<file path="src/hw/rtl/spr_pkg.sv">
package spr_pkg;

    localparam int CTRL_W  = 8;
    localparam int COUNT_W = 16;
    localparam int ANGLE_W = 16;

    localparam int BIT_RELAY1   = 0;
    localparam int BIT_RELAY2   = 1;
    localparam int BIT_MOTOR_ON = 2;
    localparam int BIT_REVERSE  = 3;

    localparam logic [CTRL_W-1:0]  END_MASK    = 8'hF3;
    localparam logic [ANGLE_W-1:0] ANGLE_RESET = 16'(2 * 360);

    // angle*5 stays below 2^19; 932068 = ceil(2^23 / 9) divides exactly in that range
    localparam int                 SCALED_W    = 19;
    localparam int                 RECIP_W     = 20;
    localparam int                 PROD_W      = SCALED_W + RECIP_W;
    localparam logic [RECIP_W-1:0] DIV9_RECIP  = 20'd932068;
    localparam int                 DIV9_SHIFT  = 23;
    localparam logic [COUNT_W-1:0] COUNT_BIAS  = 16'd4;

    typedef enum logic [1:0] {
        OP_SET   = 2'd0,
        OP_CLEAR = 2'd1,
        OP_TICK  = 2'd2
    } t_op;

    typedef struct packed {
        logic              relay_one;
        logic              relay_two;
        logic              motor_enable;
        logic              motor_direction;
        logic              step_line;
        logic [CTRL_W-1:0] control_value;
        logic              done_report;
    } t_result;

    function automatic logic [COUNT_W-1:0] pulse_count(input logic [ANGLE_W-1:0] angle);
        logic [SCALED_W-1:0] scaled;
        logic [PROD_W-1:0]   prod;
        scaled = SCALED_W'(angle) * SCALED_W'(5);
        prod   = PROD_W'(scaled) * PROD_W'(DIV9_RECIP);
        return prod[DIV9_SHIFT +: COUNT_W] + COUNT_BIAS;
    endfunction

endpackage

</file>
<file path="src/hw/rtl/spr_cmd_if.sv">
interface spr_cmd_if;
    logic       valid;
    logic       ready;
    logic [1:0] opcode;
    logic [7:0] bit_mask;

    modport source (output valid, output opcode, output bit_mask, input ready);
    modport sink   (input valid, input opcode, input bit_mask, output ready);
endinterface

</file>
<file path="src/hw/rtl/spr_res_if.sv">
interface spr_res_if;
    logic       valid;
    logic       ready;
    logic       relay_one;
    logic       relay_two;
    logic       motor_enable;
    logic       motor_direction;
    logic       step_line;
    logic [7:0] control_value;
    logic       done_report;

    modport source (
        output valid, output relay_one, output relay_two, output motor_enable,
        output motor_direction, output step_line, output control_value,
        output done_report, input ready
    );
    modport sink (
        input valid, input relay_one, input relay_two, input motor_enable,
        input motor_direction, input step_line, input control_value,
        input done_report, output ready
    );
endinterface

</file>
<file path="src/hw/rtl/spr_cfg.sv">
module spr_cfg
    import spr_pkg::*;
(
    input  logic               i_clk,
    input  logic               i_rst_n,
    input  logic               i_cfg_we,
    input  logic [ANGLE_W-1:0] i_cfg_wdata,
    output logic [COUNT_W-1:0] o_pulse_load
);

    logic [COUNT_W-1:0] r_pulse_load;

    // keep the derived pulse count rather than the raw angle
    always_ff @(posedge i_clk) begin
        if (!i_rst_n) begin
            r_pulse_load <= pulse_count(ANGLE_RESET);
        end else if (i_cfg_we) begin
            r_pulse_load <= pulse_count(i_cfg_wdata);
        end
    end

    assign o_pulse_load = r_pulse_load;

endmodule

</file>
<file path="src/hw/rtl/spr_core.sv">
module spr_core
    import spr_pkg::*;
(
    input  logic               i_clk,
    input  logic               i_rst_n,
    input  logic               i_fire,
    input  logic [1:0]         i_op,
    input  logic [CTRL_W-1:0]  i_mask,
    input  logic [COUNT_W-1:0] i_pulse_load,
    output t_result            o_result
);

    logic [CTRL_W-1:0]  r_ctrl,    n_ctrl;
    logic [COUNT_W-1:0] r_pulses,  n_pulses;
    logic               r_running, n_running;
    logic               r_timer,   n_timer;
    logic               r_phase,   n_phase;
    logic               r_step,    n_step;
    logic               r_enable,  n_enable;
    logic               r_dir,     n_dir;
    logic               n_done;
    logic               write_op;
    logic [CTRL_W-1:0]  ctrl_w;

    always_comb begin
        n_ctrl    = r_ctrl;
        n_pulses  = r_pulses;
        n_running = r_running;
        n_timer   = r_timer;
        n_phase   = r_phase;
        n_step    = r_step;
        n_enable  = r_enable;
        n_dir     = r_dir;
        n_done    = 1'b0;
        write_op  = 1'b0;
        ctrl_w    = r_ctrl;

        unique case (t_op'(i_op))
            OP_SET: begin
                write_op = 1'b1;
                ctrl_w   = r_ctrl | i_mask;
            end
            OP_CLEAR: begin
                write_op = 1'b1;
                ctrl_w   = r_ctrl & ~i_mask;
            end
            OP_TICK: begin
                if (r_timer) begin
                    if (r_pulses != '0) begin
                        n_step  = ~r_phase;
                        n_phase = ~r_phase;
                        if (r_phase) begin
                            n_pulses = r_pulses - COUNT_W'(1);
                        end
                    end else if (r_running) begin
                        n_ctrl    = r_ctrl & END_MASK;
                        n_running = 1'b0;
                        n_timer   = 1'b0;
                        n_done    = 1'b1;
                    end
                end
            end
            default: begin
            end
        endcase

        if (write_op) begin
            n_ctrl = ctrl_w;
            if (ctrl_w[BIT_MOTOR_ON]) begin
                n_enable  = 1'b1;
                n_dir     = ctrl_w[BIT_REVERSE];
                n_pulses  = i_pulse_load;
                n_running = 1'b1;
                n_timer   = 1'b1;
            end else begin
                n_enable  = 1'b0;
                n_dir     = 1'b0;
                n_running = 1'b0;
                n_pulses  = '0;
            end
        end
    end

    always_ff @(posedge i_clk) begin
        if (!i_rst_n) begin
            r_ctrl    <= '0;
            r_pulses  <= '0;
            r_running <= 1'b0;
            r_timer   <= 1'b0;
            r_phase   <= 1'b0;
            r_step    <= 1'b0;
            r_enable  <= 1'b0;
            r_dir     <= 1'b0;
        end else if (i_fire) begin
            r_ctrl    <= n_ctrl;
            r_pulses  <= n_pulses;
            r_running <= n_running;
            r_timer   <= n_timer;
            r_phase   <= n_phase;
            r_step    <= n_step;
            r_enable  <= n_enable;
            r_dir     <= n_dir;
        end
    end

    always_comb begin
        o_result.relay_one       = n_ctrl[BIT_RELAY1];
        o_result.relay_two       = n_ctrl[BIT_RELAY2];
        o_result.motor_enable    = n_enable;
        o_result.motor_direction = n_dir;
        o_result.step_line       = n_step;
        o_result.control_value   = n_ctrl;
        o_result.done_report     = n_done;
    end

endmodule

</file>
<file path="src/hw/rtl/stepper_pulse_relay_control.sv">
// Channel   Dir  Handshake      Word
// i_cmd     in   valid/ready    opcode[1:0], bit_mask[7:0]
// o_res     out  valid/ready    relays, motor lines, step line, control_value[7:0], done_report
// cfg       in   i_cfg_we       i_cfg_wdata[15:0] = step angle
//
// One word per cycle sustained while results are taken; an accepted word passes the input register
// and then the result register, where its result turns valid; a stalled result holds it back.
// Input register -> state update -> result register; the result handshake sets the pace.
// Reset (synchronous, active low) empties both stages; step angle returns to 720.
// A stalled result holds its stage; the input stage still takes a word while empty.
module stepper_pulse_relay_control
    import spr_pkg::*;
(
    input  logic               i_clk,
    input  logic               i_rst_n,
    spr_cmd_if.sink            i_cmd,
    spr_res_if.source          o_res,
    input  logic               i_cfg_we,
    input  logic [ANGLE_W-1:0] i_cfg_wdata
);

    logic               r_in_valid;
    logic [1:0]         r_op;
    logic [CTRL_W-1:0]  r_mask;
    logic               r_out_valid;
    t_result            r_res;
    t_result            core_res;
    logic [COUNT_W-1:0] pulse_load;
    logic               out_load;
    logic               fire;
    logic               in_ready;

    assign out_load    = !r_out_valid || o_res.ready;
    assign fire        = r_in_valid && out_load;
    assign in_ready    = !r_in_valid || out_load;
    assign i_cmd.ready = in_ready;

    spr_cfg u_cfg (
        .i_clk        (i_clk),
        .i_rst_n      (i_rst_n),
        .i_cfg_we     (i_cfg_we),
        .i_cfg_wdata  (i_cfg_wdata),
        .o_pulse_load (pulse_load)
    );

    spr_core u_core (
        .i_clk        (i_clk),
        .i_rst_n      (i_rst_n),
        .i_fire       (fire),
        .i_op         (r_op),
        .i_mask       (r_mask),
        .i_pulse_load (pulse_load),
        .o_result     (core_res)
    );

    always_ff @(posedge i_clk) begin
        if (!i_rst_n) begin
            r_in_valid  <= 1'b0;
            r_out_valid <= 1'b0;
        end else begin
            if (in_ready) begin
                r_in_valid <= i_cmd.valid;
            end
            if (out_load) begin
                r_out_valid <= r_in_valid;
            end
        end
    end

    always_ff @(posedge i_clk) begin
        if (i_cmd.valid && in_ready) begin
            r_op   <= i_cmd.opcode;
            r_mask <= i_cmd.bit_mask;
        end
        if (fire) begin
            r_res <= core_res;
        end
    end

    assign o_res.valid           = r_out_valid;
    assign o_res.relay_one       = r_res.relay_one;
    assign o_res.relay_two       = r_res.relay_two;
    assign o_res.motor_enable    = r_res.motor_enable;
    assign o_res.motor_direction = r_res.motor_direction;
    assign o_res.step_line       = r_res.step_line;
    assign o_res.control_value   = r_res.control_value;
    assign o_res.done_report     = r_res.done_report;

endmodule

</file>
<file path="src/flat_wrapper.sv">
// flat-port wrapper written by rule: the top's interface ports become plain ports
module stepper_pulse_relay_control_flat import spr_pkg::*;
  (i_clk, i_rst_n, i_cfg_we, i_cfg_wdata, i_cmd_valid, i_cmd_opcode, i_cmd_bit_mask, i_cmd_ready, o_res_valid, o_res_relay_one, o_res_relay_two, o_res_motor_enable, o_res_motor_direction, o_res_step_line, o_res_control_value, o_res_done_report, o_res_ready);
  spr_cmd_if i_cmd_i ();
  spr_res_if o_res_i ();
  input  logic i_clk;
  input  logic i_rst_n;
  input  logic i_cfg_we;
  input  logic [ANGLE_W-1:0] i_cfg_wdata;
  input wire logic [$bits(i_cmd_i.valid)-1:0] i_cmd_valid;
  input wire logic [$bits(i_cmd_i.opcode)-1:0] i_cmd_opcode;
  input wire logic [$bits(i_cmd_i.bit_mask)-1:0] i_cmd_bit_mask;
  output wire logic [$bits(i_cmd_i.ready)-1:0] i_cmd_ready;
  output wire logic [$bits(o_res_i.valid)-1:0] o_res_valid;
  output wire logic [$bits(o_res_i.relay_one)-1:0] o_res_relay_one;
  output wire logic [$bits(o_res_i.relay_two)-1:0] o_res_relay_two;
  output wire logic [$bits(o_res_i.motor_enable)-1:0] o_res_motor_enable;
  output wire logic [$bits(o_res_i.motor_direction)-1:0] o_res_motor_direction;
  output wire logic [$bits(o_res_i.step_line)-1:0] o_res_step_line;
  output wire logic [$bits(o_res_i.control_value)-1:0] o_res_control_value;
  output wire logic [$bits(o_res_i.done_report)-1:0] o_res_done_report;
  input wire logic [$bits(o_res_i.ready)-1:0] o_res_ready;
  assign i_cmd_i.valid = i_cmd_valid;
  assign i_cmd_i.opcode = i_cmd_opcode;
  assign i_cmd_i.bit_mask = i_cmd_bit_mask;
  assign i_cmd_ready = i_cmd_i.ready;
  assign o_res_valid = o_res_i.valid;
  assign o_res_relay_one = o_res_i.relay_one;
  assign o_res_relay_two = o_res_i.relay_two;
  assign o_res_motor_enable = o_res_i.motor_enable;
  assign o_res_motor_direction = o_res_i.motor_direction;
  assign o_res_step_line = o_res_i.step_line;
  assign o_res_control_value = o_res_i.control_value;
  assign o_res_done_report = o_res_i.done_report;
  assign o_res_i.ready = o_res_ready;
  stepper_pulse_relay_control u_core (.i_clk(i_clk), .i_rst_n(i_rst_n), .i_cmd(i_cmd_i), .o_res(o_res_i), .i_cfg_we(i_cfg_we), .i_cfg_wdata(i_cfg_wdata));
endmodule
</file>
<file path="config.mk">
export PLATFORM = sky130hd
export DESIGN_NAME = stepper_pulse_relay_control_flat
export DESIGN_NICKNAME = d
export VERILOG_FILES = /design/src/hw/rtl/spr_pkg.sv /design/src/hw/rtl/spr_cmd_if.sv /design/src/hw/rtl/spr_res_if.sv /design/src/hw/rtl/spr_cfg.sv /design/src/hw/rtl/spr_core.sv /design/src/hw/rtl/stepper_pulse_relay_control.sv /design/src/flat_wrapper.sv
export SDC_FILE = /design/constraint.sdc
export NUM_CORES = 1
export LEC_CHECK = 0
export BUFFER_PORTS_ARGS = -buffer_cell sky130_fd_sc_hd__buf_4
export CORE_MARGIN = 3
export CORE_UTILIZATION = 25
export DETAILED_ROUTE_END_ITERATION = 10
export MAX_ROUTING_LAYER = met4
export SYNTH_ARGS = -nofsm -noshare
export SYNTH_HDL_FRONTEND = slang
export SYNTH_SLANG_ARGS = --single-unit
</file>
<file path="constraint.sdc">
create_clock -name i_clk -period 11.1 [get_ports i_clk]
set_input_delay 1.665 -clock i_clk [delete_from_list [all_inputs] [get_ports i_clk]]
set_output_delay 1.665 -clock i_clk [all_outputs]
set_load 0.01 [all_outputs]
</file>
==> summary.txt <==
Setup CP Type = in -> reg
Fin Clk Skew = 0.00716 ns
Routed wire length per instance = 12.9 um
Total CTS buffers = 9
GRT overflow = 0
Cell area after synthesis = 9460 um2
Slowest cell on crit path = fa_1
Cell variety after synth = 79
WP data required = 11.31 ns
Fin Hold WS = 0.457 ns
Port bufs = 46
Clock buffer depth = 2
DIE HEIGHT = 200 um
Startpoint type of the worst setup path = input port
Final setup fails = 0
Row cnt = 70
CTS clk-pin slew, worst paths = 0.06 ns
Final Hold Fails = 0
Vias in the first global route = 7194
R2r worst-path depth = 7
Sequential area share after synthesis = 17.1%
Initial Utilization = 25.6%
Crit. End Element = register
Remaining DRCs = 0
Largest net degree at the start of global routing = 33
RSZ-0062 raised after global routing = false
Hold path startpoint = u_core.u_core.r_ctrl[1]
Max-slew headroom = 19.0%
Inst Count DP = 1584
Pins over their slew limit = 0
Final HPWL DP = 17100 um
Minimum clock period = 10.44 ns
Layout fillers = 3980
Starting DRC count in detailed routing = 340
Synth area leaders = ha_1, fa_1, dfxtp_1
Min-delay worst type = reg -> reg
Die area = 40200 um2
Nets@finish = 1376
DIE WIDTH = 200 um
Number of flops mapped to enable cells by yosys = 22
Core area = 37000 um2
Antenna violations before repair = 0
H-Tree Depth = 3
N_diodes = 0
Routability cong. = 0.903
Fin crit share = 94.0%
Average size of a mapped cell = 8.91 um2
Ys flop type = dfxtp_1
Reg2reg end = u_core.u_core.r_ctrl[3]
Total number of yosys warnings = 0
Hold worst-path end = u_core.u_core.r_ctrl[1]
Clk root buf = clkbuf_16
Via count = 7165
Num ports = 47
Yosys reg bits = 70
Clock sinks = 70
Worst EP arrival = 10.65 ns
Layout cells sized above 1 = 9.22%
Drt pass-1 iters = 5
Post-layout util = 28.8%
Worst Hold Depth = 2
R2R Setup Slk = 8.61 ns
Non-Filler Instances = 1600
Max frequency = 95.8 MHz
Max-cap violation count = 0
Via-per-instance ratio = 4.48
First-pass GRT wire length = 35800 um
Net Count, Synth = 1346
Top-area cell type share of the netlist area = 23.8%
CTS hold repair buffers = 0
Synthesized instance count = 1061
Synth async-reset ratio = 0%
Status = completed
Final ANT Viol Nets = 0
Slew @ Worst Pin = 1.21 ns
Total track usage = 10.7%
Drt total wl = 20700 um
Layout area overhead = 12.6%
Most common cell after layout, fill and taps aside = ha_1
Commonest non-fill, non-tap cells in the layout = ha_1, inv_1, nand2_1
CP max FO = 10
Cell taking the most area after synthesis = ha_1
Worst reg2reg startpoint = u_core.r_op[1]
CP max stage delay = 0.55 ns
CTS tree = yes
Skew-Pair Late Insertion Delay = 0.33 ns
Setup TNS = 0 ns
## cell type report
type                    count  area (um2)  share of cell area [%]
well taps                 504         631                    5.92
clock buffers               9         225                    2.12
multi-input cells         791        7090                    66.6
inverters                 171         642                    6.03
flip-flops and latches     70        1620                    15.2
repair buffers             48         360                    3.39
clock inverters             7        72.6                   0.682
## critical path: cells and delay by family
family	cells	cell delay (ns)
AO/OA/AOI/OAI	12	2.41
XOR/XNOR	3	0.63
adder cells (fa/ha/maj)	10	4.13
buffers and inverters	3	0.31
multiplexers	1	0.34
AND/OR/NAND/NOR	5	1.11
## through the flow
step	worst slack, ns	cell area (um2)
after global placement	0.610	10300
final	0.661	10600
after floorplan	1.32	9460
after global routing	0.0450	10600
after CTS	0.655	10600
after detailed placement	0.339	10300
## per-layer routing
| metal | track usage (%) | routed length [um] | up-vias |
|---|---|---|---|
| met5 | - | 0 | - |
| met4 | 1.86 | 195 | 0 |
| met3 | 1.38 | 622 | 22 |
| met2 | 16.7 | 9050 | 131 |
| met1 | 15.2 | 10800 | 3309 |
| li1 | - | - | 3703 |
## timing repair
item                       CTS  global route
setup buffers                0             0
gates resized for setup      0             2
setup endpoints to repair    0             1
## cells by family after synthesis
kind of cell | Yosys count | synth area share, %
muxes | 7 | 0.807
AOI/OAI and AO/OA | 206 | 14.9
DFF | 70 | 17.1
buffers and inverters | 200 | 8.03
adders and majority gates | 254 | 39.5
and+or+nand+nor | 268 | 14.3
xor gates and xnor gates | 56 | 5.35
## worst max path at each step
stage                        start                             to  slack, ns  cells past startpoint
finish              i_cfg_wdata[1]  u_core.u_cfg.o_pulse_load[12]       0.66                     34
global route        i_cfg_wdata[1]  u_core.u_cfg.o_pulse_load[15]       0.05                     34
CTS                 i_cfg_wdata[1]  u_core.u_cfg.o_pulse_load[12]       0.66                     35
detailed placement  i_cfg_wdata[1]  u_core.u_cfg.o_pulse_load[12]       0.34                     35
global placement    i_cfg_wdata[1]  u_core.u_cfg.o_pulse_load[12]       0.61                     34
floorplan           i_cfg_wdata[1]  u_core.u_cfg.o_pulse_load[12]       1.32                     34
## cells in the mapped netlist, drive strengths merged (3+ instances only)
library cell,count
o211ai,4
o21bai,6
a31oi,14
a21o,20
ha,180
nor2,68
nor3b,4
nor2b,8
nor4b,3
dfxtp,48
nand2b,7
o21a,3
o2111ai,4
fa,74
o21ai,42
clkbuf,26
o41ai,3
and2,7
nand3,27
xnor2,30
xor2,26
a21oi,55
inv,171
nand4,14
or2,3
nand3b,4
nor3,17
o31ai,5
or3,8
a31o,4
a211oi,13
nand2,80
a22oi,14
mux2i,5
edfxtp,22
and3,6
nor4,3
buf,3
## sequential cells by signal, indices dropped and copies added (netlist names)
signal                        cells
u_core.o_res.motor_direction      1
u_core.o_res.valid                1
u_core.u_core.r_dir               1
u_core.u_core.r_running           1
u_core.u_core.r_timer             1
u_core.o_res.step_line            1
u_core.u_core.r_pulses           16
u_core.o_res.done_report          1
u_core.u_core.r_enable            1
u_core.r_mask                     8
u_core.r_op                       2
u_core.o_res.motor_enable         1
u_core.u_core.r_step              1
u_core.u_core.r_phase             1
u_core.r_in_valid                 1
u_core.u_cfg.o_pulse_load        16
u_core.o_res.control_value        8
u_core.u_core.r_ctrl              8
Power is not shown: default switching activity piles up to over one toggle a cycle in this logic, so the estimate is an artifact.
